### config.mk
export PLATFORM = sky130hd
export DESIGN_NAME = ipv4_flow_feature_extractor_core
export DESIGN_NICKNAME = d
export VERILOG_FILES = /design/src/rtl/ipv4ffe_pkg.sv /design/src/rtl/ipv4ffe_parse.sv /design/src/rtl/ipv4ffe_queue.sv /design/src/rtl/ipv4ffe_record.sv /design/src/rtl/ipv4_flow_feature_extractor_core.sv
export SDC_FILE = /design/constraint.sdc
export NUM_CORES = 1
export LEC_CHECK = 0
export BUFFER_PORTS_ARGS = -buffer_cell sky130_fd_sc_hd__buf_2
export CAP_MARGIN = 15
export CELL_PAD_IN_SITES_DETAIL_PLACEMENT = 1
export CELL_PAD_IN_SITES_GLOBAL_PLACEMENT = 1
export CORE_MARGIN = 3
export CORE_UTILIZATION = 45
export DETAILED_ROUTE_END_ITERATION = 7
export PLACE_DENSITY_LB_ADDON = 0.05
export SYNTH_ARGS = -nofsm -noshare
export SYNTH_HDL_FRONTEND = slang
export SYNTH_SLANG_ARGS = --single-unit
### constraint.sdc
create_clock -name i_clk -period 14.1 [get_ports i_clk]
set_clock_uncertainty 0.15 [all_clocks]
set_input_delay 0.705 -clock i_clk [delete_from_list [all_inputs] [get_ports i_clk]]
set_output_delay 0.705 -clock i_clk [all_outputs]
set_load 0.02 [all_outputs]
### src/rtl/ipv4ffe_pkg.sv
// Shared types, constants and field layouts for the IPv4 flow feature extractor.
package ipv4ffe_pkg;

    // Frame length limit; bytes past it are counted out of the capture.
    localparam int MaxFrameBytes = 4096;
    localparam int LenW          = $clog2(MaxFrameBytes + 1);
    localparam int PayW          = 13;

    // Frame layout constants.
    localparam int MinFrameBytes = 34;
    localparam logic [15:0] EtherTypeIpv4 = 16'h0800;
    localparam logic [7:0]  ProtoTcp      = 8'd6;
    localparam logic [7:0]  ProtoUdp      = 8'd17;

    // Well-known ports that mark priority traffic, and the ephemeral floor.
    localparam logic [15:0] PortSsh       = 16'd22;
    localparam logic [15:0] PortDns       = 16'd53;
    localparam logic [15:0] PortHttp      = 16'd80;
    localparam logic [15:0] PortHttps     = 16'd443;
    localparam logic [15:0] PortEphemeral = 16'd49152;

    // Verdict codes.
    localparam logic [1:0] VerdictReject     = 2'd0;
    localparam logic [1:0] VerdictNormal     = 2'd1;
    localparam logic [1:0] VerdictSuspicious = 2'd2;
    localparam logic [1:0] VerdictPriority   = 2'd3;

    // Depth of the queue between parser and record builder.
    localparam int QueueDepth = 2;

    // Everything the parser learned about one frame.
    typedef struct packed {
        logic            reject;
        logic [LenW-1:0] frame_len;
        logic [3:0]      ihl;
        logic [7:0]      proto;
        logic [7:0]      ttl;
        logic [31:0]     src_addr;
        logic [31:0]     dst_addr;
        logic [15:0]     l4_sport;
        logic [15:0]     l4_dport;
        logic [7:0]      flag_byte;
        logic [15:0]     tcp_window;
        logic [3:0]      tcp_offset;
    } t_summary;

    // One feature record; the last member sits in the lowest bits.
    typedef struct packed {
        logic               outbound;
        logic [63:0]        flow_key;
        logic [PayW-1:0]    payload_length;
        logic [15:0]        receive_window;
        logic [7:0]         flag_bits;
        logic [7:0]         hop_limit;
        logic [7:0]         ip_protocol;
        logic [15:0]        dest_port;
        logic [15:0]        source_port;
        logic [31:0]        dest_address;
        logic [31:0]        source_address;
        logic [1:0]         verdict;
    } t_record;

    function automatic logic is_priority_port(input logic [15:0] port);
        is_priority_port = (port == PortSsh) || (port == PortDns) ||
                           (port == PortHttp) || (port == PortHttps);
    endfunction

endpackage

### src/rtl/ipv4ffe_parse.sv
// Front end: captures header bytes of a frame and emits a frame summary on the last byte.
module ipv4ffe_parse (
    input  logic                  i_clk,
    input  logic                  i_rst_n,
    input  logic                  i_valid,
    input  logic [7:0]            i_byte,
    input  logic                  i_last,
    input  logic                  i_full,
    output logic                  o_ready,
    output logic                  o_push,
    output ipv4ffe_pkg::t_summary o_summary
);

    localparam int LenW = ipv4ffe_pkg::LenW;

    logic [LenW-1:0] r_pos, n_pos;
    logic [15:0]     r_ether, n_ether;
    logic [3:0]      r_ihl, n_ihl;
    logic [7:0]      r_proto, n_proto;
    logic [7:0]      r_ttl, n_ttl;
    logic [31:0]     r_src, n_src;
    logic [31:0]     r_dst, n_dst;
    logic [15:0]     r_sport, n_sport;
    logic [15:0]     r_dport, n_dport;
    logic [7:0]      r_flags, n_flags;
    logic [15:0]     r_win, n_win;
    logic [3:0]      r_off, n_off;

    logic            accept;
    logic            capture;
    logic [LenW-1:0] tpos;
    logic [LenW-1:0] rel;
    logic [LenW-1:0] frame_len;

    // A byte is taken whenever the queue has room for a possible summary.
    assign o_ready = !i_full;
    assign accept  = i_valid && o_ready;
    assign capture = r_pos < LenW'(ipv4ffe_pkg::MaxFrameBytes);

    // Field capture for the byte at the current position.
    always_comb begin
        n_ether = r_ether;
        n_ihl   = r_ihl;
        n_proto = r_proto;
        n_ttl   = r_ttl;
        n_src   = r_src;
        n_dst   = r_dst;
        n_sport = r_sport;
        n_dport = r_dport;
        n_flags = r_flags;
        n_win   = r_win;
        n_off   = r_off;
        tpos    = '0;
        rel     = '0;
        if (capture) begin
            if (r_pos == LenW'(12)) n_ether = {i_byte, 8'h00};
            if (r_pos == LenW'(13)) n_ether = {r_ether[15:8], i_byte};
            if (r_pos == LenW'(14)) n_ihl = i_byte[3:0];
            if (r_pos == LenW'(22)) n_ttl = i_byte;
            if (r_pos == LenW'(23)) n_proto = i_byte;
            if (r_pos >= LenW'(26) && r_pos <= LenW'(29)) n_src = {r_src[23:0], i_byte};
            if (r_pos >= LenW'(30) && r_pos <= LenW'(33)) n_dst = {r_dst[23:0], i_byte};
            // Transport bytes follow the IP header as its length field says.
            tpos = LenW'(14) + LenW'({n_ihl, 2'b00});
            if (r_pos >= tpos) begin
                rel = r_pos - tpos;
                if (rel <= LenW'(1)) begin
                    n_sport = {r_sport[7:0], i_byte};
                end else if (rel <= LenW'(3)) begin
                    n_dport = {r_dport[7:0], i_byte};
                end else if (rel == LenW'(12)) begin
                    n_off = i_byte[7:4];
                end else if (rel == LenW'(13)) begin
                    n_flags = i_byte;
                end else if (rel == LenW'(14) || rel == LenW'(15)) begin
                    n_win = {r_win[7:0], i_byte};
                end
            end
        end
    end

    assign frame_len = capture ? r_pos + LenW'(1) : r_pos;
    assign n_pos     = frame_len;

    // Summary of the frame as it stands after this byte.
    always_comb begin
        o_summary.reject     = (frame_len < LenW'(ipv4ffe_pkg::MinFrameBytes)) ||
                               (n_ether != ipv4ffe_pkg::EtherTypeIpv4);
        o_summary.frame_len  = frame_len;
        o_summary.ihl        = n_ihl;
        o_summary.proto      = n_proto;
        o_summary.ttl        = n_ttl;
        o_summary.src_addr   = n_src;
        o_summary.dst_addr   = n_dst;
        o_summary.l4_sport   = n_sport;
        o_summary.l4_dport   = n_dport;
        o_summary.flag_byte  = n_flags;
        o_summary.tcp_window = n_win;
        o_summary.tcp_offset = n_off;
    end

    assign o_push = accept && i_last;

    // Capture registers; all cleared at reset and after every last byte.
    always_ff @(posedge i_clk) begin
        if (!i_rst_n || o_push) begin
            r_pos   <= '0;
            r_ether <= '0;
            r_ihl   <= '0;
            r_proto <= '0;
            r_ttl   <= '0;
            r_src   <= '0;
            r_dst   <= '0;
            r_sport <= '0;
            r_dport <= '0;
            r_flags <= '0;
            r_win   <= '0;
            r_off   <= '0;
        end else if (accept) begin
            r_pos   <= n_pos;
            r_ether <= n_ether;
            r_ihl   <= n_ihl;
            r_proto <= n_proto;
            r_ttl   <= n_ttl;
            r_src   <= n_src;
            r_dst   <= n_dst;
            r_sport <= n_sport;
            r_dport <= n_dport;
            r_flags <= n_flags;
            r_win   <= n_win;
            r_off   <= n_off;
        end
    end

    // A last byte always starts the next frame at position zero.
    a_restart: assert property (@(posedge i_clk) disable iff (!i_rst_n)
        o_push |=> (r_pos == '0) && (r_ether == '0))
        else $error("parser state not cleared after last byte");

    // The position never runs past the frame limit.
    a_pos_bound: assert property (@(posedge i_clk) disable iff (!i_rst_n)
        r_pos <= LenW'(ipv4ffe_pkg::MaxFrameBytes))
        else $error("byte position beyond frame limit");

endmodule

### src/rtl/ipv4ffe_queue.sv
// Small queue of frame summaries between the parser and the record builder.
module ipv4ffe_queue (
    input  logic                  i_clk,
    input  logic                  i_rst_n,
    input  logic                  i_push,
    input  ipv4ffe_pkg::t_summary i_data,
    input  logic                  i_pop,
    output logic                  o_full,
    output logic                  o_empty,
    output ipv4ffe_pkg::t_summary o_data
);

    localparam int Depth = ipv4ffe_pkg::QueueDepth;
    localparam int PtrW  = (Depth > 1) ? $clog2(Depth) : 1;
    localparam int CntW  = $clog2(Depth + 1);

    ipv4ffe_pkg::t_summary r_mem [Depth];
    logic [PtrW-1:0] r_wr_ptr, r_rd_ptr;
    logic [CntW-1:0] r_count;
    logic            do_push, do_pop;

    assign o_full  = r_count == CntW'(Depth);
    assign o_empty = r_count == '0;
    assign o_data  = r_mem[r_rd_ptr];
    assign do_push = i_push && !o_full;
    assign do_pop  = i_pop && !o_empty;

    // Storage write.
    always_ff @(posedge i_clk) begin
        if (do_push) begin
            r_mem[r_wr_ptr] <= i_data;
        end
    end

    // Pointers and fill count.
    always_ff @(posedge i_clk) begin
        if (!i_rst_n) begin
            r_wr_ptr <= '0;
            r_rd_ptr <= '0;
            r_count  <= '0;
        end else begin
            if (do_push) begin
                r_wr_ptr <= (r_wr_ptr == PtrW'(Depth - 1)) ? '0 : r_wr_ptr + PtrW'(1);
            end
            if (do_pop) begin
                r_rd_ptr <= (r_rd_ptr == PtrW'(Depth - 1)) ? '0 : r_rd_ptr + PtrW'(1);
            end
            if (do_push && !do_pop) begin
                r_count <= r_count + CntW'(1);
            end else if (do_pop && !do_push) begin
                r_count <= r_count - CntW'(1);
            end
        end
    end

    // The parser must never offer a summary when there is no room for it.
    a_no_overflow: assert property (@(posedge i_clk) disable iff (!i_rst_n)
        i_push |-> !o_full)
        else $error("summary pushed into full queue");

    // A lone push raises the fill count by one.
    a_count_up: assert property (@(posedge i_clk) disable iff (!i_rst_n)
        (do_push && !do_pop) |=> r_count == $past(r_count) + CntW'(1))
        else $error("queue count did not follow a push");

endmodule

### src/rtl/ipv4ffe_record.sv
// Back end: turns a frame summary into a feature record held in the output register.
module ipv4ffe_record (
    input  logic                  i_clk,
    input  logic                  i_rst_n,
    input  logic                  i_empty,
    input  ipv4ffe_pkg::t_summary i_summary,
    input  logic                  i_ready,
    output logic                  o_pop,
    output logic                  o_valid,
    output ipv4ffe_pkg::t_record  o_record
);

    localparam int W = ipv4ffe_pkg::LenW + 1;

    logic                 r_valid;
    ipv4ffe_pkg::t_record r_record, n_record;

    logic [W-1:0] len_w, t_w, hdr, pay;
    logic         is_tcp, is_udp, tcp_full, tcp_off_seen, udp_full, ports_ok;
    logic [15:0]  sp, dp;
    logic [7:0]   fl;
    logic [15:0]  win;
    logic [1:0]   verdict;

    // Transport header bounds and payload length.
    always_comb begin
        len_w        = W'(i_summary.frame_len);
        t_w          = W'(14) + W'({i_summary.ihl, 2'b00});
        is_tcp       = i_summary.proto == ipv4ffe_pkg::ProtoTcp;
        is_udp       = i_summary.proto == ipv4ffe_pkg::ProtoUdp;
        tcp_full     = (t_w + W'(20)) <= len_w;
        tcp_off_seen = (t_w + W'(13)) <= len_w;
        udp_full     = (t_w + W'(8)) <= len_w;
        ports_ok     = (is_tcp && tcp_full) || (is_udp && udp_full);
        sp           = ports_ok ? i_summary.l4_sport : 16'd0;
        dp           = ports_ok ? i_summary.l4_dport : 16'd0;
        fl           = (is_tcp && tcp_full) ? i_summary.flag_byte : 8'd0;
        win          = (is_tcp && tcp_full) ? i_summary.tcp_window : 16'd0;
        hdr          = t_w;
        if (is_tcp && tcp_off_seen) begin
            hdr = t_w + W'({i_summary.tcp_offset, 2'b00});
        end else if (is_udp) begin
            hdr = t_w + W'(8);
        end
        pay = (hdr < len_w) ? len_w - hdr : '0;
    end

    // Traffic class from the ports and the protocol.
    always_comb begin
        if (ipv4ffe_pkg::is_priority_port(sp) || ipv4ffe_pkg::is_priority_port(dp)) begin
            verdict = ipv4ffe_pkg::VerdictPriority;
        end else if ((sp > ipv4ffe_pkg::PortEphemeral && dp > ipv4ffe_pkg::PortEphemeral) ||
                     (!is_tcp && !is_udp)) begin
            verdict = ipv4ffe_pkg::VerdictSuspicious;
        end else begin
            verdict = ipv4ffe_pkg::VerdictNormal;
        end
    end

    // Record assembly; a rejected frame gives an all-zero record.
    always_comb begin
        n_record = '0;
        if (!i_summary.reject) begin
            n_record.verdict        = verdict;
            n_record.source_address = i_summary.src_addr;
            n_record.dest_address   = i_summary.dst_addr;
            n_record.source_port    = sp;
            n_record.dest_port      = dp;
            n_record.ip_protocol    = i_summary.proto;
            n_record.hop_limit      = i_summary.ttl;
            n_record.flag_bits      = fl;
            n_record.receive_window = win;
            n_record.payload_length = ipv4ffe_pkg::PayW'(pay);
            n_record.flow_key       = {32'd0, i_summary.src_addr} ^
                                      {i_summary.dst_addr, 32'd0} ^
                                      {32'd0, sp, 16'd0} ^
                                      {dp, 48'd0} ^
                                      {48'd0, i_summary.proto, 8'd0};
            n_record.outbound       = sp > dp;
        end
    end

    // The output register reloads whenever the queue holds a summary and the register is empty or being drained.
    assign o_pop = !i_empty && (!r_valid || i_ready);

    always_ff @(posedge i_clk) begin
        if (!i_rst_n) begin
            r_valid <= 1'b0;
        end else if (o_pop) begin
            r_valid <= 1'b1;
        end else if (i_ready) begin
            r_valid <= 1'b0;
        end
    end

    always_ff @(posedge i_clk) begin
        if (o_pop) begin
            r_record <= n_record;
        end
    end

    assign o_valid  = r_valid;
    assign o_record = r_record;

    // A rejected record carries nothing but its verdict of zero.
    a_reject_zero: assert property (@(posedge i_clk) disable iff (!i_rst_n)
        (r_valid && r_record.verdict == ipv4ffe_pkg::VerdictReject) |->
            (r_record.flow_key == '0) && (r_record.source_port == '0) &&
            (r_record.payload_length == '0))
        else $error("rejected record has nonzero fields");

    // A popped summary always lands in the output register.
    a_pop_loads: assert property (@(posedge i_clk) disable iff (!i_rst_n)
        o_pop |=> r_valid)
        else $error("output register not loaded after pop");

endmodule

### src/rtl/ipv4_flow_feature_extractor_core.sv
// Top level of the IPv4 flow feature extractor: parser, summary queue and record builder.
//
//  Channel   Direction  Ports                    Contents
//  s_axis    in         tvalid tready tdata      frame bytes, tlast on the final byte
//  m_axis    out        tvalid tready tdata      one feature record per frame
//
// One frame byte is taken every cycle; s_axis_tready drops only while the
// two-entry summary queue is full. A record reaches m_axis by way of the queue:
// the last byte's summary is written into the queue, then loads the record
// builder's output register once that register is empty or being drained.
// Reset clears the capture state, the queue pointers and the output valid flag.
// A stalled m_axis side holds the record; bytes keep flowing until the queue fills.
module ipv4_flow_feature_extractor_core (
    input  logic         i_clk,
    input  logic         i_rst_n,
    input  logic         s_axis_tvalid,
    output logic         s_axis_tready,
    input  logic [7:0]   s_axis_tdata,   // [7:0] data_byte
    input  logic         s_axis_tlast,   // last_byte
    output logic         m_axis_tvalid,
    input  logic         m_axis_tready,
    output logic [215:0] m_axis_tdata    // verdict[1:0], source_address[33:2],
                                         // dest_address[65:34], source_port[81:66],
                                         // dest_port[97:82], ip_protocol[105:98],
                                         // hop_limit[113:106], flag_bits[121:114],
                                         // receive_window[137:122],
                                         // payload_length[150:138], flow_key[214:151],
                                         // outbound[215]
);

    ipv4ffe_pkg::t_summary push_data, head_data;
    ipv4ffe_pkg::t_record  record;
    logic push, pop, full, empty;

    // Byte parser.
    ipv4ffe_parse u_parse (
        .i_clk     (i_clk),
        .i_rst_n   (i_rst_n),
        .i_valid   (s_axis_tvalid),
        .i_byte    (s_axis_tdata),
        .i_last    (s_axis_tlast),
        .i_full    (full),
        .o_ready   (s_axis_tready),
        .o_push    (push),
        .o_summary (push_data)
    );

    // Summary queue.
    ipv4ffe_queue u_queue (
        .i_clk   (i_clk),
        .i_rst_n (i_rst_n),
        .i_push  (push),
        .i_data  (push_data),
        .i_pop   (pop),
        .o_full  (full),
        .o_empty (empty),
        .o_data  (head_data)
    );

    // Record builder.
    ipv4ffe_record u_record (
        .i_clk     (i_clk),
        .i_rst_n   (i_rst_n),
        .i_empty   (empty),
        .i_summary (head_data),
        .i_ready   (m_axis_tready),
        .o_pop     (pop),
        .o_valid   (m_axis_tvalid),
        .o_record  (record)
    );

    assign m_axis_tdata = record;

endmodule
==> results of run 1 <==
## through the flow
stage	util, %	power (W)	instances
detailed placement	48.34	0.004490	3384
floorplan	-	0.004004	2429
CTS	52.01	0.006453	3526
global route	52.04	0.006698	3527
global placement	48.33	0.004446	3383
finish	52.04	0.006372	3527
## routing by layer
layer	GRT usage, %	vias up	wire, um
li1	-	9061	-
met1	32.44	9820	37600
met2	36.84	397	37620
met3	3.367	120	3688
met4	6.348	0	1804
met5	0	-	0
## worst min path at each step
stage | slack, ps | to | startpoint
2_1_floorplan | 280 | u_parse.r_proto[0]$_SDFFE_PP0P_ | u_parse.r_proto[0]$_SDFFE_PP0P_
3_3_place_gp | 290 | u_parse.r_ttl[0]$_SDFFE_PP0P_ | u_parse.r_ttl[0]$_SDFFE_PP0P_
3_5_place_dp | 300 | u_parse.r_ttl[6]$_SDFFE_PP0P_ | u_parse.r_ttl[6]$_SDFFE_PP0P_
4_1_cts | 240 | u_record.o_valid$_SDFFE_PN0P_ | i_rst_n
5_1_grt | 250 | u_record.o_valid$_SDFFE_PN0P_ | i_rst_n
6_report | 270 | u_record.o_valid$_SDFFE_PN0P_ | i_rst_n
## Yosys cell counts (7+ instances only)
library cell and instances:
edfxtp_1 508, buf_1 22, buf_2 31, dfxtp_1 179
nand2_1 129, mux2_4 8, mux2i_1 192, inv_1 34
xnor2_1 51, nand3_1 52, mux2_2 152, nand2b_1 13
a21o_1 13, or4_1 7, and2_1 12, buf_4 28
or2_2 12, nor4_1 11, xor2_1 45, a211oi_1 14
a31oi_1 7, a21oi_1 53, o21a_1 8, nor2b_1 11
o21ai_0 64, nand4_1 16, a22oi_1 8, nor3_1 103
clkbuf_1 81, ha_1 67, nor2_1 395, or3_1 7
## final cells by class
cell class | instances | share of cell area [%]
clock inverters | 48 | 1.216
multi-input cells | 1544 | 30.75
clock buffers | 94 | 5.839
repair buffers | 256 | 4.002
flip-flops and latches | 687 | 54.68
inverters | 34 | 0.3704
well taps | 864 | 3.137
## where the power goes
part	switching (W)	internal [W]	leakage, nW
logic	0.00118	0.000548	5.32
registers	0.000131	0.00256	6.36
clock network	0.000815	0.00113	1.17
## sequential cells by signal (all words and copies together) (netlist names), named ones only
signal / flops
u_parse.r_dport: 16
u_parse.r_dst: 32
u_parse.r_ether: 16
u_parse.r_flags: 8
u_parse.r_ihl: 4
u_parse.r_off: 4
u_parse.r_pos: 13
u_parse.r_proto: 8
u_parse.r_sport: 16
u_parse.r_src: 32
u_parse.r_ttl: 8
u_parse.r_win: 16
u_queue.r_count: 2
u_queue.r_mem: 316
u_queue.r_rd_ptr: 1
u_queue.r_wr_ptr: 1
u_record.o_record: 192
u_record.o_valid: 1
## cell families after synthesis
| logic type | after synthesis | share of synthesized area [%] |
|---|---|---|
| XOR/XNOR | 96 | 2.776 |
| multiplexers | 352 | 12.39 |
| AO/OA/AOI/OAI | 212 | 4.408 |
| AND/OR/NAND/NOR | 814 | 12.28 |
| buffers and inverters | 198 | 2.979 |
| flip-flops | 687 | 62.20 |
| adder cells (fa/ha/maj) | 70 | 2.966 |
==> impl_metrics.toml, run 1 <==
[status]
outcome = "complete, no violations"

[clocking]
root_buffer = "clkbuf_16"
cts_buffer_depth = 3
post_cts_buffers = 0
holdBufCountCts = 0
htree_levels = 3
clock_sinks = 687
cts_buffers = 76
clkLatencyLatePin_ps = 610
cts-resized-gates = 0
clk_pin_slew_ps = 60
cts_tree = "built"

[routing]
drtIter0Drc = 1327
num_vias = 19400
wl_um = 80710
drc = 0
firstDrtPassIters = 5
via_per_inst = 5.500
ant_nets = 0
routedWlPerCell_um = 22.88

[power]
peakVddDrop_v = 0.0001117
power_density_mw_per_mm2 = 184.9
p_leak_nw = 12.85

[setup_path]
cp.buffers_inverters = 3
crit_type = "reg2reg"
cp_cell_sequence = "buf_12, mux2i_1, ha_1, xnor2_1, inv_1, ha_1, a21oi_1, nor3_1, ha_1, nand4_1, or4b_2, a31o_2, mux2_2, ha_1, a31o_2, a21o_1, a21oi_1, o21ai_0, a21oi_1, o21ai_0, buf_4, nor3b_1"
crit_top_cell = "ha_1"
crit_family = "compound AO/OA/AOI/OAI gates"
required_ps = 14360
cp.arrival_ps = 7420
cp.depth = 22
end_kind = "flip-flop"
critPathCapture = "u_record.o_record[145]$_SDFFCE_PP0P_"
reg2reg_slack_ps = 6940
worstPathMaxFanout = 142
crit_slowest_cell = "buf_12"
start_kind = "flip-flop"
reg2reg_depth = 22
r2r_end = "u_record.o_record[145]$_SDFFCE_PP0P_"
slowest_delay_ps = 630

[logic_synthesis]
synth_area_leaders = "edfxtp_1 (50%), dfxtp_1 (12%), mux2i_1 (6.3%), mux2_2 (5.7%), nor2_1 (4.9%)"
async_flop_share_pct = 0
synth_warnings = 0
avgSynthCellArea_sq_um = 12.47
synth_flop_cell = "edfxtp_1"
synth_seq_area_share_pct = 62.20
yosys_register_bits = 687
synth_edf_count = 508
syn_nets = 2512
synth_area_sq_mm = 0.03029
synthCells = 2429
ys_types = 78
synth_largest_area_cell = "edfxtp_1"
synth_top_area_share_pct = 50.37

[sta]
tightest_slew_ps = 1087
period_share_pct = 50.78
slew_headroom_pct = 27.56
setup_viol = 0
period_minus_slack_ps = 7159
rsz0062_at_grt = "no"
whs_ps = 273.2
setup_tns_ps = 0
drv_slew = 0
finalHoldViolCount = 0
max_freq_mhz = 139.7
setup_ws_ps = 6941

[hold_path]
whs_path_depth = 2
hp-class = "in2reg"

[die]
ios = 231
dieArea_sq_mm = 0.07045
fp.coreArea_sq_mm = 0.06622
fp.dieW_um = 265.4
chipHeight_um = 265.4
start_util_pct = 45.74
rows = 94

[place]
pre_cts_ws_ps = 7031
hpwlAfterDp_um = 53890
gp_congestion = 0.8442
portBuffers = 230
placed_cell_area_sq_mm = 0.03201

[global_routing]
grtUsageTotal_pct = 22.84
grt_pass1_vias = 20430
grt_max_degree = 160
overflow = 0
antenna_found_initial = 2
grt_first_pass_wirelength_um = 124000

[layout]
mostFrequentLayoutCell = "edfxtp_1"
multi_input_area_sq_mm = 0.01060
fillers = 6832
antenna_cells = 0
regArea_sq_mm = 0.01884
area_growth_pct = 13.77
nets = 2682
fin_area_sq_mm = 0.03446
drive_gt1_share_pct = 21.22
final_cell_mix = "edfxtp_1 (508), nor2_1 (393), buf_2 (230)"

[run]
maxCapViolCount = 0
Power figures use the tool's default switching activity.
==> run 2, diff against run 1 <==
clock period = 5.9 ns   (was 14.1 ns; I/O delays follow)
==> impl_metrics.toml, run 2 (synthesized netlist as in run 1, its figures left out) <==
[clocking]
cts_buffer_depth = 3
cts_tree = "built"
clkLatencyLatePin_ps = 610
clock_sinks = 687
htree_levels = 3
clk_pin_slew_ps = 60
cts_buffers = 74
root_buffer = "clkbuf_16"

[layout]
area_growth_pct = 14.57
fillers = 6814
mostFrequentLayoutCell = "edfxtp_1"
top_register = "u_queue.r_mem"
regArea_sq_mm = 0.01884
largest_register_ffs = 316
drive_gt1_share_pct = 22.40
multi_input_area_sq_mm = 0.01066
antenna_cells = 0
nets = 2704
final_cell_mix = "edfxtp_1 (508), nor2_1 (393), buf_2 (230)"

[die]
start_util_pct = 45.74
fp.dieW_um = 265.4
fp.coreArea_sq_mm = 0.06622
ios = 231
chipHeight_um = 265.4
rows = 94
dieArea_sq_mm = 0.07045

[routing]
route.met2.wl_um = 37750
firstDrtPassIters = 5
wl_um = 81060
num_vias = 19390
ant_nets = 0
met1_length_um = 38230
via_per_inst = 5.466
routedWlPerCell_um = 22.85
drc = 0
met3_length_um = 3339
highest_layer = "met4"
drtIter0Drc = 1307

[setup_path]
slowest_delay_ps = 650
cp.arrival_ps = 5740
r2r_start = "u_parse.r_pos[12]$_SDFFE_PP0P_"
end_kind = "flip-flop"
cp.buffers_inverters = 0
worstPathMaxFanout = 13
start_kind = "flip-flop"
crit_top_cell = "or4_4"
worstSetupStartpoint = "u_parse.r_pos[12]$_SDFFE_PP0P_"
crit_type = "reg2reg"
cp_cell_sequence = "or4_4, or4_4, nor4_4, nand2_1, mux2_2, ha_1, a21o_1, a21oi_2, o21ai_0, xor2_1, a2bb2oi_1, or3_4, or4b_4, mux2_4"
crit_family = "simple AND/OR/NAND/NOR gates"
crit_slowest_cell = "or4b_4"
required_ps = 6110

[hold_path]
hp-class = "in2reg"
hold_start = "s_axis_tdata[7]"

[power]
power_density_mw_per_mm2 = 439.2
p_leak_nw = 13.01
clkPwrFrac_pct = 30.1
netSwitchingPower_w = 0.005084
intPower_w = 0.01016
comb_power_share_pct = 27.9
power_switching_share_pct = 33.36
seq_power_share_pct = 42.0
peakVddDrop_v = 0.0003412
total_power_w = 0.01524

[sta]
setup_tns_ps = 0
period_share_pct = 93.79
drv_slew = 0
finalHoldViolCount = 0
tightest_slew_ps = 1228
setup_viol = 0
max_freq_mhz = 180.7
period_minus_slack_ps = 5534
rsz0062_at_grt = "no"
slew_headroom_pct = 18.11

[global_routing]
grt_first_pass_wirelength_um = 124500
antenna_found_initial = 0
grt_pass1_vias = 20380
overflow = 0
grtUsageTotal_pct = 22.98
grt_max_degree = 156

[place]
gp_congestion = 0.8358
portBuffers = 230
hpwlAfterDp_um = 54580

[status]
outcome = "complete, no violations"

[run]
maxCapViolCount = 0
==> run 2: changes by cell type in the layout (fill, tap and decap cells not counted), moves of 3 or more <==
cell,previous run,this run
buf_4,23,43
clkbuf_8,0,5
clkinv_1,18,8
clkinv_2,10,17
clkinvlp_4,7,3
dlygate4sd3_1,0,3
==> run 2: final timing paths <==
path                                                        end  slack (ps)  depth (start not counted)
worst min register to register    u_parse.r_ttl[3]$_SDFFE_PP0P_         310                          2
worst min-delay path            u_parse.r_proto[7]$_SDFFE_PP0P_          60                          3
worst max-delay path             u_queue.r_mem[1][20]$_DFFE_PP_         370                         14
worst max register to register   u_queue.r_mem[1][20]$_DFFE_PP_         370                         14
==> run 2: area by class of cell <==
| class | instances | share of cell area, % |
|---|---|---|
| flip-flops and latches | 687 | 54.30 |
| multi-input cells | 1544 | 30.72 |
| clock buffers | 97 | 5.856 |
| repair buffers | 280 | 4.565 |
| well taps | 864 | 3.115 |
| clock inverters | 41 | 1.074 |
| inverters | 34 | 0.3678 |
==> run 2: through the flow <==
stage          instance area (sq um)  hold slack, ps  utilization (%)  worst slack [ps]  cells
2_1_floorplan                  30320           262.5                -             20.05   2429
3_3_place_gp                   32220           284.6            48.67             197.7   3406
3_5_place_dp                   32220           295.9            48.67            -11.11   3406
4_1_cts                        34660           24.30            52.35             86.99   3547
5_1_grt                        34700           39.21            52.41             42.46   3547
6_report                       34700           56.60            52.41             366.2   3547
==> run 2: repair_timing <==
item / in CTS / in global routing
hold endpoints to repair: 7 / 0
gates resized for setup: 1 / 9
hold buffers: 3 / 0
setup endpoints to repair: 6 / 14
setup buffers: 0 / 0
==> run 2: routing by layer <==
layer	vias up	GRT usage (%)
li1	9111	-
met1	9779	32.78
met2	389	36.97
met3	109	3.691
met4	0	5.707
met5	-	0
==> run 2: worst reg2reg max path: stages, from the launching register on <==
cell and delay, ps:
dfxtp_1 410, or4_4 610, or4_4 490, nor4_4 270
nand2_1 330, mux2_2 420, ha_1 340, a21o_1 210
a21oi_2 190, o21ai_0 130, xor2_1 200, a2bb2oi_1 130
or3_4 420, or4b_4 650, mux2_4 350
==> run 2: power by group through the flow <==
stage | registers (W) | clock network [W] | logic, W
3_5_place_dp | 0.00650 | 0 | 0.00427
4_1_cts | 0.00641 | 0.00470 | 0.00429
3_3_place_gp | 0.00647 | 0 | 0.00420
5_1_grt | 0.00648 | 0.00491 | 0.00464
6_report | 0.00640 | 0.00459 | 0.00425
2_1_floorplan | 0.00709 | 0 | 0.00232
